===== config.mk =====
export PLATFORM = sky130hd
export DESIGN_NAME = palette_color_grade
export DESIGN_NICKNAME = d
export VERILOG_FILES = /design/src/pcg_pkg.sv /design/src/palette_color_grade.sv /design/src/pcg_chan.sv
export SDC_FILE = /design/constraint.sdc
export NUM_CORES = 1
export LEC_CHECK = 0
export ABC_AREA = 1
export ABC_CLOCK_PERIOD_IN_PS = 5600
export BUFFER_PORTS_ARGS = -buffer_cell sky130_fd_sc_hd__buf_2
export CAP_MARGIN = 10
export CORE_AREA = 2 2 190 192
export CTS_CLUSTER_SIZE = 12
export DETAILED_ROUTE_END_ITERATION = 8
export DIE_AREA = 0 0 192 194
export PLACE_DENSITY = 0.74
export SKIP_LAST_GASP = 1
export SLEW_MARGIN = 10
export SYNTH_ARGS = -nofsm -noshare
export SYNTH_HDL_FRONTEND = slang
export SYNTH_HIERARCHICAL = 1
export SYNTH_SLANG_ARGS = --single-unit

===== constraint.sdc =====
create_clock -name i_clk -period 5.6 [get_ports i_clk]
set_input_delay 1.12 -clock i_clk [delete_from_list [all_inputs] [get_ports i_clk]]
set_output_delay 1.12 -clock i_clk [all_outputs]
set_load 0.01 [all_outputs]

===== src/pcg_pkg.sv =====
package pcg_pkg;

    localparam int unsigned LumaR    = 77;
    localparam int unsigned LumaG    = 150;
    localparam int unsigned LumaB    = 29;
    localparam int unsigned LumSumW  = 13;
    localparam int unsigned CfgIdxW  = 3;
    localparam int unsigned CfgDataW = 10;

    localparam logic [8:0] SatOne    = 9'd256;
    localparam logic [9:0] BrightOne = 10'd256;
    localparam logic [4:0] ChanMax   = 5'd31;

    typedef logic [4:0]        t_chan;
    typedef logic [8:0]        t_sat;
    typedef logic [9:0]        t_bright;
    typedef logic signed [6:0] t_tint;

    typedef enum logic [CfgIdxW-1:0] {
        CFG_SAT    = 3'd0,
        CFG_BRIGHT = 3'd1,
        CFG_TINT_R = 3'd2,
        CFG_TINT_G = 3'd3,
        CFG_TINT_B = 3'd4
    } t_cfg_idx;

endpackage


===== src/palette_color_grade.sv =====
// Throughput: one item per cycle; four register stages (luma, saturation,
// brightness, tint/clamp) all advance together unless the output is stalled.
// Reset (synchronous, active low) empties the pipeline and restores
// saturation 256, brightness 256 and all tints 0.
module palette_color_grade
    import pcg_pkg::*;
(
    input  logic                i_clk,
    input  logic                i_rst_n,
    input  logic                i_valid,
    output logic                o_stall,
    input  logic [15:0]         i_color_in,
    input  logic [3:0]          i_entry_index,
    output logic                o_valid,
    input  logic                i_stall,
    output logic [15:0]         o_color_out,
    input  logic                i_cfg_valid,
    output logic                o_cfg_ready,
    input  logic [CfgIdxW-1:0]  i_cfg_index,
    input  logic [CfgDataW-1:0] i_cfg_data
);

    logic                en;
    logic                dark;
    t_chan               c_r, c_g, c_b;
    logic [LumSumW-1:0]  lum_sum;
    t_sat                sat_eff;
    t_chan               q_r, q_g, q_b;

    t_sat    r_sat;
    t_bright r_bright;
    t_tint   r_tint_r, r_tint_g, r_tint_b;

    logic        r_v1, r_v2, r_v3, r_v4;
    logic        r_pass1, r_pass2, r_pass3, r_pass4;
    logic [15:0] r_col1, r_col2, r_col3, r_col4;
    t_chan       r_r1, r_g1, r_b1, r_lum1;

    assign en          = !(r_v4 && i_stall);
    assign o_stall     = !en;
    assign o_valid     = r_v4;
    assign o_cfg_ready = 1'b1;

    always_ff @(posedge i_clk) begin
        if (!i_rst_n) begin
            r_sat    <= SatOne;
            r_bright <= BrightOne;
            r_tint_r <= '0;
            r_tint_g <= '0;
            r_tint_b <= '0;
        end else if (i_cfg_valid) begin
            unique case (t_cfg_idx'(i_cfg_index))
                CFG_SAT:    r_sat    <= i_cfg_data[8:0];
                CFG_BRIGHT: r_bright <= i_cfg_data;
                CFG_TINT_R: r_tint_r <= i_cfg_data[6:0];
                CFG_TINT_G: r_tint_g <= i_cfg_data[6:0];
                CFG_TINT_B: r_tint_b <= i_cfg_data[6:0];
                default: ;
            endcase
        end
    end

    assign sat_eff = (r_sat > SatOne) ? SatOne : r_sat;

    always_comb begin
        dark    = i_color_in[15];
        c_r     = {i_color_in[11:8], dark};
        c_g     = {i_color_in[7:4], dark};
        c_b     = {i_color_in[3:0], dark};
        lum_sum = LumSumW'(c_r) * LumSumW'(LumaR)
                + LumSumW'(c_g) * LumSumW'(LumaG)
                + LumSumW'(c_b) * LumSumW'(LumaB);
    end

    always_ff @(posedge i_clk) begin
        if (!i_rst_n) begin
            r_v1 <= 1'b0;
            r_v2 <= 1'b0;
            r_v3 <= 1'b0;
            r_v4 <= 1'b0;
        end else if (en) begin
            r_v1 <= i_valid;
            r_v2 <= r_v1;
            r_v3 <= r_v2;
            r_v4 <= r_v3;
        end
    end

    always_ff @(posedge i_clk) begin
        if (en) begin
            r_pass1 <= (i_entry_index == 4'd0);
            r_col1  <= i_color_in;
            r_r1    <= c_r;
            r_g1    <= c_g;
            r_b1    <= c_b;
            r_lum1  <= lum_sum[LumSumW-1:8];
            r_pass2 <= r_pass1;
            r_col2  <= r_col1;
            r_pass3 <= r_pass2;
            r_col3  <= r_col2;
            r_pass4 <= r_pass3;
            r_col4  <= r_col3;
        end
    end

    pcg_chan u_chan_r (
        .i_clk    (i_clk),
        .i_en     (en),
        .i_c      (r_r1),
        .i_lum    (r_lum1),
        .i_sat    (sat_eff),
        .i_bright (r_bright),
        .i_tint   (r_tint_r),
        .o_q      (q_r)
    );

    pcg_chan u_chan_g (
        .i_clk    (i_clk),
        .i_en     (en),
        .i_c      (r_g1),
        .i_lum    (r_lum1),
        .i_sat    (sat_eff),
        .i_bright (r_bright),
        .i_tint   (r_tint_g),
        .o_q      (q_g)
    );

    pcg_chan u_chan_b (
        .i_clk    (i_clk),
        .i_en     (en),
        .i_c      (r_b1),
        .i_lum    (r_lum1),
        .i_sat    (sat_eff),
        .i_bright (r_bright),
        .i_tint   (r_tint_b),
        .o_q      (q_b)
    );

    assign o_color_out = r_pass4 ? r_col4
                                 : {q_r[0], 3'b000, q_r[4:1], q_g[4:1], q_b[4:1]};

endmodule


===== src/pcg_chan.sv =====
module pcg_chan
    import pcg_pkg::*;
(
    input  logic    i_clk,
    input  logic    i_en,
    input  t_chan   i_c,
    input  t_chan   i_lum,
    input  t_sat    i_sat,
    input  t_bright i_bright,
    input  t_tint   i_tint,
    output t_chan   o_q
);

    logic signed [5:0]  diff;
    logic signed [15:0] prod;
    logic signed [15:0] prod_sh;
    logic signed [6:0]  v_full;
    logic [14:0]        bprod;
    logic signed [8:0]  sum;

    t_chan       r_v,  n_v;
    logic [6:0]  r_br, n_br;
    t_chan       r_q,  n_q;

    // saturation: lum + floor((c - lum) * sat / 256)
    always_comb begin
        diff    = $signed({1'b0, i_c}) - $signed({1'b0, i_lum});
        prod    = $signed(16'(diff)) * $signed(16'({1'b0, i_sat}));
        prod_sh = prod >>> 8;
        v_full  = $signed({2'b00, i_lum}) + $signed(prod_sh[6:0]);
        n_v     = v_full[4:0];
    end

    // brightness
    always_comb begin
        bprod = 15'(r_v) * 15'(i_bright);
        n_br  = bprod[14:8];
    end

    // tint and clamp
    always_comb begin
        sum = $signed({2'b00, r_br}) + $signed(9'(i_tint));
        priority if (sum < 0) begin
            n_q = '0;
        end else if (sum > $signed({4'b0000, ChanMax})) begin
            n_q = ChanMax;
        end else begin
            n_q = sum[4:0];
        end
    end

    always_ff @(posedge i_clk) begin
        if (i_en) begin
            r_v  <= n_v;
            r_br <= n_br;
            r_q  <= n_q;
        end
    end

    assign o_q = r_q;

endmodule


Word-level counts from Yosys, hierarchy flattened
Cells that the tools add are included.

Eq/ne operators: 4. Reduce and logical (&&, ||, !) cells: 8. Multiply operators: 9. Magnitude comparators: 7. Add/subtract/negate cells: 11. Multiplexer cells: 5.

Operators with widths (number): $mul A5 B10 Y15 (3); $mul A6 B10 Y13 (3); $add A8 B7 Y9 (3); $gt A9 B6 Y1 const B (3); $lt A9 B1 Y1 const B (3); $mul A5 B7 Y12 const B (2); $sub A5 B5 Y6 (3); $mux W16 (1); $add A5 B5 Y5 (3); $mux W5 (3); $add A12 B13 Y13 (1); $add A13 B10 Y13 (1); $mul A5 B5 Y10 const B (1); $reduce_and A2 Y1 (5); $gt A9 B9 Y1 const B (1); $mux W9 (1); $eq A3 B2 Y1 const B (2); $logic_not A4 Y1 (1); $eq A3 B1 Y1 const B (1); $eq A3 B3 Y1 const B (1); $logic_not A3 Y1 (1); $logic_and A1 B1 Y1 (1).

Output and inout port bits: 19. Flip-flop bits (word level): 183. Bits of input ports: 38. Logic and storage cells: 74.

Longest topological paths before layout
Gate-level depths: netlist of the first run.

Word-level depth: 4. Gate-level depth with buffers: 39. Mapped depth without buffers: 39.

By module
Netlist of the first run, hierarchy kept.

By module, submodules not included: palette_color_grade (seq. area each 3072.9 sq um, area an instance 6162.2 sq um, instances 1, cells each 587); pcg_chan at u_chan_b (seq. area each 510.5 sq um, area an instance 4290.4 sq um, instances 1, cells each 561); pcg_chan at u_chan_r (seq. area each 510.5 sq um, area an instance 4260.3 sq um, instances 1, cells each 551); pcg_chan at u_chan_g (seq. area each 510.5 sq um, area an instance 4167.7 sq um, instances 1, cells each 536).

Least setup slack after synthesis of the first run
OpenSTA, ideal clock, no wires.

Path type: flip-flop to flip-flop. Start: register r_lum1[1]. End: register u_chan_b.r_v[4] (data pin). Setup time: 0.252 ns. Period minus slack after synthesis: 5.901 ns. Stages on the path, launching flop included: 35. Slack: -0.301 ns. Arrival time: 5.649 ns. Buffers on the path: 0. Required time: 5.348 ns. Path through: edfxtp_1 -> inv_1 -> fa_1 -> nand2_2 -> nand2_2 -> nand2_2 -> nand2_1 -> nand2_2 -> nand2_1 -> fa_1 -> fa_1 -> inv_1 -> fa_1 -> fa_1 -> ha_1 -> nand4_1 -> o21bai_2 -> nand3_1 -> nand2_1 -> xnor2_1 -> inv_1 -> ha_1 -> fa_1 -> nand2_1 -> nand2_1 -> nand2_1 -> nand2_1 -> inv_1 -> nand2_1 -> nand2_1 -> inv_1 -> nand3_1 -> nand2_1 -> nand2_1 -> nand2_1.

Cells in the longest elaborated chain, start to end: 3.

Ends and longest elaborated chain: start, declared (line palette_color_grade.sv:37) `t_chan r_r1, r_g1, r_b1, r_lum1;`; start signal, assigned (line palette_color_grade.sv:96) `r_lum1 <= lum_sum[LumSumW-1:8];`; $sub A5 B5 Y6 (line pcg_chan.sv:27) `diff = $signed({1'b0, i_c}) - $signed({1'b0, i_lum});`; $mul A6 B10 Y13 (line pcg_chan.sv:28) `prod = $signed(16'(diff)) * $signed(16'({1'b0, i_sat}));`; $add A5 B5 Y5 * (line pcg_chan.sv:30) `v_full = $signed({2'b00, i_lum}) + $signed(prod_sh[6:0]);`; via u_chan_b.v_full[4] (line pcg_chan.sv:17) `logic signed [6:0] v_full;`; end signal, assigned (line pcg_chan.sv:54) `r_v <= n_v;`; end, declared (line pcg_chan.sv:21) `t_chan r_v, n_v;`.

Mark *: on every way through the listed nets, which the timed path passes. The rest lies on a longest branch. A chain may end at the register's enable or synchronous reset.

Worst setup path after layout of the first run
Start: register r_lum1[0]. End: register u_chan_g.r_v[4] (data pin).

Cells in the longest elaborated chain, start to end: 3.

Ends and longest elaborated chain (line): $sub A5 B5 Y6 (pcg_chan.sv:27); $mul A6 B10 Y13 (pcg_chan.sv:28); $add A5 B5 Y5 * (pcg_chan.sv:30); via u_chan_g.v_full[4] (pcg_chan.sv:17); end signal, assigned (pcg_chan.sv:54); end, declared (pcg_chan.sv:21).

Marked as above.

==> impl_metrics.json, run 1 <==
{
  "wirelength_um": 47200,
  "layout-drive-gt1-share_pct": 18.9,
  "die_w_um": 192,
  "ctsHtreeMaxLevel": 4,
  "grt_pass1_vias": 15700,
  "drt_iter0_markers": 941,
  "final.min_clock_period_ns": 6.33,
  "portBuffers": 55,
  "clkPwrFrac_pct": 8.9,
  "slew_headroom_pct": 33.0,
  "final_cell_mix": "495 x inv_1, 443 x nand2_1, 209 x ha_1, 191 x buf_4, 187 x fa_1",
  "syn_nets": 2684,
  "clk_latency_ns": 0.43,
  "multi_input_area_sq_um": 12600,
  "tightest_slew_ns": 1.00,
  "dr.pass1.iters": 6,
  "gp_congestion": 0.912,
  "slowest_delay_ns": 0.45,
  "worst_setup_path_start_kind": "flop",
  "die_area_sq_um": 37200,
  "grt_usage_pct": 25.3,
  "p_switching_mw": 6.20,
  "die_h_um": 194,
  "crit_top_cell": "buf_4",
  "grt_start_max_net_pins": 80,
  "place_inst": 2853,
  "antenna_left": 0,
  "finalMaxSlewViolations": 0,
  "fmax_mhz": 158,
  "synth.avg_cell_area_sq_um": 8.44,
  "p_sw_share_pct": 47.4,
  "fillers": 2855,
  "yosysWarnings": 6,
  "cts_buffers": 17,
  "min_period_over_period_pct": 113,
  "ir_drop_mv": 0.531,
  "cts_root_buffer": "clkbuf_16",
  "fin_cells": 2939,
  "setup_viol": 4,
  "synth_area_sq_um": 18800,
  "cp.required_ns": 5.79,
  "rows": 69,
  "final_common_cell": "inv_1",
  "hold_path.class": "reg2reg",
  "diodes": 0,
  "finalHoldViolCount": 0,
  "critPathTopFamily": "buffers and inverters",
  "slowest_stage": "edfxtp_1",
  "p_int_mw": 6.87,
  "drc": 0,
  "start_util_pct": 53.3,
  "skew_ns": 0.0147,
  "arrival_ns": 6.52,
  "pwr-share-comb_pct": 74.5,
  "clk_pin_slew_ns": 0.07,
  "rsz0062_at_grt": "yes",
  "ff_latch_area_sq_um": 4540,
  "antenna_found_initial": 0,
  "violations": "negative setup slack",
  "grt_overflow": 0,
  "p_per_area_nw_per_um2": 594,
  "cts_tree": "yes",
  "worstSetupEndpointType": "flop",
  "via_count": 15500,
  "cts_sinks": 166,
  "crit_path_max_fanout": 3,
  "worst_slack_ns": -0.727,
  "coreArea_sq_um": 35200,
  "path_buf_inv": 34,
  "area_growth_pct": 17.1,
  "p_seq_share_pct": 16.7,
  "p_leak_nw": 12.1,
  "power.total_mw": 13.1,
  "fin_nets": 2924,
  "drt-wirelength-per-cell_um": 16.1,
  "holdBufCountCts": 0,
  "dp_hpwl_um": 35500,
  "outcome": "complete, but fails checks",
  "viasPerCell": 5.26,
  "synthCells": 2225,
  "crit_type": "reg2reg",
  "grt_pass1_wl_um": 75100,
  "io_pins": 57,
  "clockBufferDepth": 2,
  "max_cap_violations": 0
}
[registers in the layout, indices dropped and copies added (netlist names), 7 cells and up]
name and cells:
r_bright 10, r_col1 15, r_col2 16, r_col3 16, r_col4 16, r_sat 9
r_tint_b 7, r_tint_g 7, r_tint_r 7, u_chan_b/r_br 7, u_chan_g/r_br 7, u_chan_r/r_br 7
[routing by layer]
layer  global-route usage [%]  part of all wire, %  vias up
li1                         -                    -     7375
met1                     31.1                   40     7468
met4                     11.5                  4.9        0
met5                        0                    0        -
met3                     2.81                  4.9      140
met2                     44.5                   50      468
[per-stage QoR]
| step | util [%] | setup TNS (ns) | instance area [sq um] | worst slack, ns | hold WS, ns |
|---|---|---|---|---|---|
| 6_report | 62.4 | -1.32 | 22000 | -0.727 | 0.416 |
| 5_1_grt | 62.4 | -3.49 | 22000 | -0.823 | 0.422 |
| 4_1_cts | 61.5 | -0.627 | 21700 | -0.269 | 0.414 |
| 3_5_place_dp | 58.6 | -0.936 | 20600 | -0.331 | 0.405 |
| 3_3_place_gp | 58.6 | -0.473 | 20600 | -0.182 | 0.401 |
| 2_1_floorplan | - | -0.0855 | 18900 | -0.0515 | 0.400 |
[timing repair]
item                                    CTS  global route
gates resized for setup                  26            60
setup buffers                            44            10
endpoints found under the setup margin    5            11
gates cloned                              0             0
pin swaps                                34            32
hold endpoints to repair                  0             0
[power groups by stage]
stage | Sequential [mW] | Clock (mW) | Combinational, mW
finish | 2.18 | 1.16 | 9.73
global route | 2.21 | 1.21 | 10.9
CTS | 2.17 | 1.16 | 9.09
detailed placement | 2.19 | 0 | 8.40
global placement | 2.19 | 0 | 8.14
floorplan | 1.95 | 0 | 5.79
[final cells by class]
class | instances | area share, %
Multi-Input combinational cell | 1502 | 57.1
Sequential cell | 166 | 20.7
Inverter | 528 | 9.03
Timing Repair Buffer | 250 | 8.02
Tap cell | 461 | 2.62
Clock buffer | 20 | 1.99
Clock inverter | 12 | 0.575
[worst paths after layout]
path / from / end / slack (ns) / cells past startpoint
max: r_lum1[0] / u_chan_g/r_v[4] / -0.73 / 49
min: r_col2[5] / r_col3[5] / 0.42 / 0
max reg2reg: r_lum1[0] / u_chan_g/r_v[4] / -0.73 / 49
min reg2reg: r_col2[5] / r_col3[5] / 0.42 / 0
Note: power is estimated with default switching activity, not from simulation.
==> run 2: changes to the inputs <==
--- a/config.mk
+++ b/config.mk
@@ -9,14 +9,13 @@
 export ABC_CLOCK_PERIOD_IN_PS = 5600
 export BUFFER_PORTS_ARGS = -buffer_cell sky130_fd_sc_hd__buf_2
 export CAP_MARGIN = 10
-export CORE_AREA = 2 2 190 192
+export CORE_AREA = 2 2 188 190
 export CTS_CLUSTER_SIZE = 12
 export DETAILED_ROUTE_END_ITERATION = 8
-export DIE_AREA = 0 0 192 194
+export DIE_AREA = 0 0 190 192
 export PLACE_DENSITY = 0.74
 export SKIP_LAST_GASP = 1
 export SLEW_MARGIN = 10
 export SYNTH_ARGS = -nofsm -noshare
 export SYNTH_HDL_FRONTEND = slang
-export SYNTH_HIERARCHICAL = 1
 export SYNTH_SLANG_ARGS = --single-unit
==> impl_metrics.json, run 2 <==
{
  "final_cell_mix": "460 x nand2_1, 428 x inv_1, 201 x ha_1, 197 x nor2_1, 184 x fa_1",
  "drt-wirelength-per-cell_um": 15.4,
  "portBuffers": 55,
  "yosysWarnings": 0,
  "area_growth_pct": 17.8,
  "grt_pass1_wl_um": 72200,
  "drt_iter0_markers": 1066,
  "die_area_sq_um": 36500,
  "arrival_ns": 6.09,
  "finalHoldViolCount": 0,
  "cts_sinks": 166,
  "skew_ns": 0.0131,
  "synthCells": 2218,
  "final_common_cell": "nand2_1",
  "layout-drive-gt1-share_pct": 17.8,
  "violations": "negative setup slack",
  "setup_tns_ns": -0.855,
  "crit_type": "reg2reg",
  "finalMaxSlewViolations": 0,
  "drc": 0,
  "via_count": 15100,
  "die_w_um": 190,
  "fin_util_pct": 63.3,
  "fin_cells": 2882,
  "start_util_pct": 53.8,
  "pwr-share-comb_pct": 75.5,
  "coreArea_sq_um": 34300,
  "clk_latency_ns": 0.43,
  "hold_path.class": "reg2reg",
  "p_per_area_nw_per_um2": 630,
  "grt_start_max_net_pins": 69,
  "grt_overflow": 0,
  "synthXorXnorAreaFrac_pct": 2.80,
  "syn_nets": 2675,
  "synthArstFlopShare_pct": 0,
  "p_sw_share_pct": 47.0,
  "p_leak_nw": 11.6,
  "synthTopCellsByCount": "490 x nand2_1, 451 x inv_1, 226 x ha_1, 213 x nor2_1, 193 x fa_1",
  "yosysMostFrequentCell": "nand2_1",
  "p_seq_share_pct": 15.6,
  "crit_path_max_fanout": 4,
  "cts_root_buffer": "clkbuf_16",
  "clk_pin_slew_ns": 0.07,
  "viasPerCell": 5.24,
  "dpl-instance-area_sq_um": 20300,
  "synth_seq_cells": 166,
  "yosys.area_share.adder_pct": 36.3,
  "dr.pass1.iters": 5,
  "setup_viol": 5,
  "tightest_slew_ns": 1.16,
  "clockBufferDepth": 2,
  "fmax_mhz": 170,
  "synth_compound_area_share_pct": 6.18,
  "fillers": 2713,
  "slowest_stage": "fa_2",
  "synth_edf_count": 122,
  "grt_pass1_vias": 15000,
  "worstSetupEndpointType": "flop",
  "fin_nets": 2871,
  "antenna_left": 0,
  "p_int_mw": 7.25,
  "p_switching_mw": 6.43,
  "yosys-top-cells-area": "fa_1 21%, edfxtp_1 20%, ha_1 15%",
  "synth.avg_cell_area_sq_um": 8.31,
  "design_area_sq_um": 21700,
  "crit_top_cell": "nand2_1",
  "gp_congestion": 0.964,
  "muxShareOfSynthArea_pct": 0.794,
  "synth_area_sq_um": 18400,
  "synth_top_family_by_area": "adder cells",
  "synth-main-ff-cell": "edfxtp_1",
  "dp_hpwl_um": 34900,
  "synth.distinct_cells": 47,
  "rsz0062_at_grt": "yes",
  "antenna_found_initial": 0,
  "cp.required_ns": 5.79,
  "min_period_over_period_pct": 105,
  "worst_setup_path_start_kind": "flop",
  "synth_seq_area_share_pct": 24.7,
  "rows": 68,
  "wirelength_um": 44300,
  "grt_usage_pct": 24.9,
  "holdBufCountCts": 0,
  "post-synth-top-area-cell": "fa_1",
  "ir_drop_mv": 0.703,
  "io_pins": 57,
  "synth-simple-area-share_pct": 18.8,
  "max_cap_violations": 0,
  "die_h_um": 192,
  "place_inst": 2821,
  "slowest_delay_ns": 0.61,
  "yosys.area.top_type_share_pct": 21.0,
  "top_regs": "r_col2 (16), r_col3 (16), r_col4 (16)",
  "ctsHtreeMaxLevel": 4,
  "slew_headroom_pct": 21.9,
  "final.min_clock_period_ns": 5.90,
  "outcome": "complete, but fails checks",
  "worst_slack_ns": -0.296,
  "clkPwrFrac_pct": 8.9,
  "cts_tree": "yes",
  "diodes": 0,
  "cts_buffers": 17
}
[run 2: final cells by class]
type | count | area, sq um | area share (%)
sequential | 166 | 4540 | 20.9
tap | 455 | 569 | 2.62
multi-input combinational | 1547 | 12700 | 58.4
clock buffer | 18 | 429 | 1.98
clock inverter | 14 | 185 | 0.853
timing repair buffer | 223 | 1560 | 7.18
inverter | 459 | 1740 | 8.00
[run 2: logic make-up (layout without fill, tap and decap cells)]
| group | after synthesis | in the layout |
|---|---|---|
| XOR/XNOR | 59 | 59 |
| AO/OA/AOI/OAI | 207 | 207 |
| other | 1 | 1 |
| flip-flops | 166 | 166 |
| AND/OR/NAND/NOR | 848 | 848 |
| buffers and inverters | 505 | 714 |
| multiplexers | 13 | 13 |
| adder cells (fa/ha/maj) | 419 | 419 |
[run 2: critical path, delay by kind of cell (launching register included)]
kind / cells / cell delay, ns
flops: 1 / 0.41
buf+inv: 5 / 0.48
compound gates: 3 / 0.43
simple gates: 13 / 0.90
xor+xnor: 2 / 0.37
fa+ha+maj: 8 / 3.08
[run 2: timing repair]
item,CTS,global route
setup endpoints to repair,7,14
buffers inserted,13,17
pin swaps,15,50
gates resized for setup,32,89
[run 2: worst paths after layout]
path | slack [ns] | to | cells after the start | start
max reg2reg | -0.30 | u_chan_r.r_v[4] | 31 | r_lum1[2]
max | -0.30 | u_chan_r.r_v[4] | 31 | r_lum1[2]
min | 0.42 | r_col4[8] | 0 | r_col3[8]
min reg2reg | 0.42 | r_col4[8] | 0 | r_col3[8]
[run 2: stage by stage]
step	hold WS [ns]	power (mW)	setup slack (ns)
after global routing	0.424	15.0	-0.593
final	0.421	13.7	-0.296
after CTS	0.420	12.8	-0.263
after global placement	0.401	10.9	-0.246
after floorplan	0.400	8.00	-0.117
after detailed placement	0.405	11.2	-0.374
[run 2: layer usage]
metal | global-route usage (%) | wire length (um) | vias to the layer above
li1 | - | - | 7342
met1 | 32.7 | 18900 | 7196
met2 | 41.9 | 21300 | 469
met3 | 3.33 | 2530 | 108
met4 | 9.75 | 1590 | 0
met5 | 0 | 0 | -
[run 2: power groups by stage]
stage	clock, mW	sequential (mW)	combinational [mW]
after floorplan	0	1.95	6.05
after global placement	0	2.14	8.73
after detailed placement	0	2.15	9.02
after CTS	1.23	2.13	9.46
after global routing	1.28	2.16	11.6
final	1.21	2.14	10.3
==> run 3: changes to the inputs <==
--- a/config.mk
+++ b/config.mk
@@ -10,6 +10,7 @@
 export BUFFER_PORTS_ARGS = -buffer_cell sky130_fd_sc_hd__buf_2
 export CAP_MARGIN = 10
 export CORE_AREA = 2 2 188 190
+export CTS_BUF_LIST = sky130_fd_sc_hd__clkbuf_2
 export CTS_CLUSTER_SIZE = 12
 export DETAILED_ROUTE_END_ITERATION = 8
 export DIE_AREA = 0 0 190 192
==> constraint.sdc (replaced) <==
create_clock -name i_clk -period 5.6 [get_ports i_clk]
set_input_delay 1.12 -clock i_clk [delete_from_list [all_inputs] [get_ports i_clk]]
set_output_delay 1.12 -clock i_clk [all_outputs]
set_load 0.1 [all_outputs]
==> impl_metrics.json, run 3 (synthesis gave the netlist of run 2 again) <==
{
  "outcome": "complete, but fails checks",
  "violations": "negative setup slack",
  "power.total_mw": 14.3,
  "p_int_mw": 7.28,
  "ctsHtreeMaxLevel": 4,
  "pwr-share-comb_pct": 80.4,
  "rsz0062_at_grt": "yes",
  "rrSetupSlack_ns": -0.44,
  "antenna_found_initial": 1,
  "cts_buffers": 17,
  "grt_overflow": 0,
  "p_switching_mw": 7.05,
  "crit_top_cell": "nand2_1",
  "finalMaxSlewViolations": 0,
  "critPathLaunch": "r_lum1[0]",
  "worst_setup_path_start_kind": "flop",
  "p_sw_share_pct": 49.2,
  "cp.required_ns": 6.13,
  "viasPerCell": 5.25,
  "final_cell_mix": "461 x nand2_1, 425 x inv_1, 197 x ha_1, 194 x nor2_1, 185 x fa_1",
  "worstSetupEndpointType": "flop",
  "clk_pin_slew_ns": 0.30,
  "rows": 68,
  "fin_util_pct": 63.3,
  "dr.pass1.iters": 6,
  "die_area_sq_um": 36500,
  "p_seq_share_pct": 14.8,
  "slowest_stage": "fa_2",
  "p_per_area_nw_per_um2": 660,
  "portBuffers": 55,
  "ir_drop_mv": 0.774,
  "setup_tns_ns": -1.86,
  "grt_pass1_wl_um": 72800,
  "hold_start": "r_col3[2]",
  "fin_nets": 2896,
  "start_util_pct": 53.8,
  "hold_path.class": "reg2reg",
  "slew_headroom_pct": 25.8,
  "final.min_clock_period_ns": 6.04,
  "setup_viol": 8,
  "final_common_cell": "nand2_1",
  "min_period_over_period_pct": 108,
  "die_h_um": 192,
  "gp_congestion": 0.933,
  "fin_cells": 2908,
  "antenna_left": 0,
  "crit_type": "reg2reg",
  "slowest_delay_ns": 0.61,
  "drt_iter0_markers": 1048,
  "top_regs": "r_col2 (16), r_col3 (16), r_col4 (16)",
  "p_leak_nw": 11.6,
  "cts_root_buffer": "clkbuf_2",
  "grt_pass1_vias": 15200,
  "cts_sinks": 166,
  "finalHoldViolCount": 0,
  "dp_hpwl_um": 35300,
  "worst_slack_ns": -0.441,
  "drt-wirelength-per-cell_um": 15.3,
  "arrival_ns": 6.57,
  "crit_path_max_fanout": 5,
  "skew_ns": 0.0521,
  "drc": 0,
  "wirelength_um": 44600,
  "area_growth_pct": 17.8,
  "grt_usage_pct": 25.1,
  "fmax_mhz": 166,
  "cts_tree": "yes",
  "via_count": 15300,
  "clk_latency_ns": 0.77,
  "max_cap_violations": 0,
  "die_w_um": 190,
  "grt_start_max_net_pins": 65,
  "clkPwrFrac_pct": 4.8,
  "io_pins": 57,
  "place_inst": 2840,
  "fillers": 2777,
  "tightest_slew_ns": 1.10,
  "reg2reg_from": "r_lum1[0]",
  "clockBufferDepth": 2,
  "coreArea_sq_um": 34300,
  "layout-drive-gt1-share_pct": 19.1
}
==> run 3: changes by cell type in the layout (fill, tap and decap cells not counted), moves of 4 or more <==
cell       previous run  this run
xor2_2                6         1
ha_1                201       197
nand3_2               8        12
buf_6                 6        15
clkbuf_16            17         0
xor2_1               36        41
buf_4               162       175
clkbuf_2              0        17
==> run 3: routing by layer <==
layer | track usage (%) | routed length (um) | vias to the layer above
met2 | 44.0 | 21700 | 462
met3 | 3.27 | 2720 | 84
met1 | 32.5 | 18900 | 7310
met5 | 0 | 0 | -
li1 | - | - | 7398
met4 | 7.45 | 1310 | 0
==> run 3: power by group through the flow <==
stage / Combinational [mW] / Sequential (mW) / Clock [mW]
global route: 12.9 / 2.16 / 0.752
detailed placement: 9.18 / 2.15 / 0
CTS: 10.2 / 2.12 / 0.708
finish: 11.5 / 2.13 / 0.688
global placement: 8.93 / 2.14 / 0
floorplan: 6.18 / 1.95 / 0
==> run 3: worst paths after layout <==
| check | end | cells after the start |
|---|---|---|
| setup / recovery | u_chan_g.r_v[4] | 31 |
| hold / removal | r_col4[2] | 0 |
| setup reg to reg | u_chan_g.r_v[4] | 31 |
| hold reg to reg | r_col4[2] | 0 |
==> run 3: through the flow <==
step | setup slack [ns] | hold WS [ns] | instance area (sq um)
2_1_floorplan | -0.235 | 0.400 | 18500
3_3_place_gp | -0.398 | 0.402 | 20400
3_5_place_dp | -0.526 | 0.405 | 20400
4_1_cts | -0.348 | 0.432 | 21200
5_1_grt | -0.730 | 0.422 | 21700
6_report | -0.441 | 0.440 | 21700
==> run 3: final cells by class <==
class                           count  area, sq um  area share [%]
Antenna cell                        1         2.50          0.0115
Clock buffer                       17         85.1           0.392
Clock inverter                     15          188           0.865
Inverter                          459         1740            8.01
Multi-Input combinational cell   1547        12800            58.8
Sequential cell                   166         4540            20.9
Tap cell                          455          569            2.62
Timing Repair Buffer              248         1820            8.38
==> run 3: worst max-delay path: cells and delay by family (launching register included) <==
kind                       cells  cell delay [ns]
and+or+nand+nor               13             0.91
DFF                            1             0.51
adders and majority gates      9             3.50
AOI/OAI and AO/OA              1             0.07
buffers and inverters          6             0.48
xor gates and xnor gates       2             0.33
==> run 3: repair_timing <==
action,4_1_cts,5_1_grt
hold endpoints to repair,0,0
gates resized for setup,87,93
hold buffers,0,0
pin swaps,73,104
buffers inserted,19,19
setup endpoints to repair,9,12
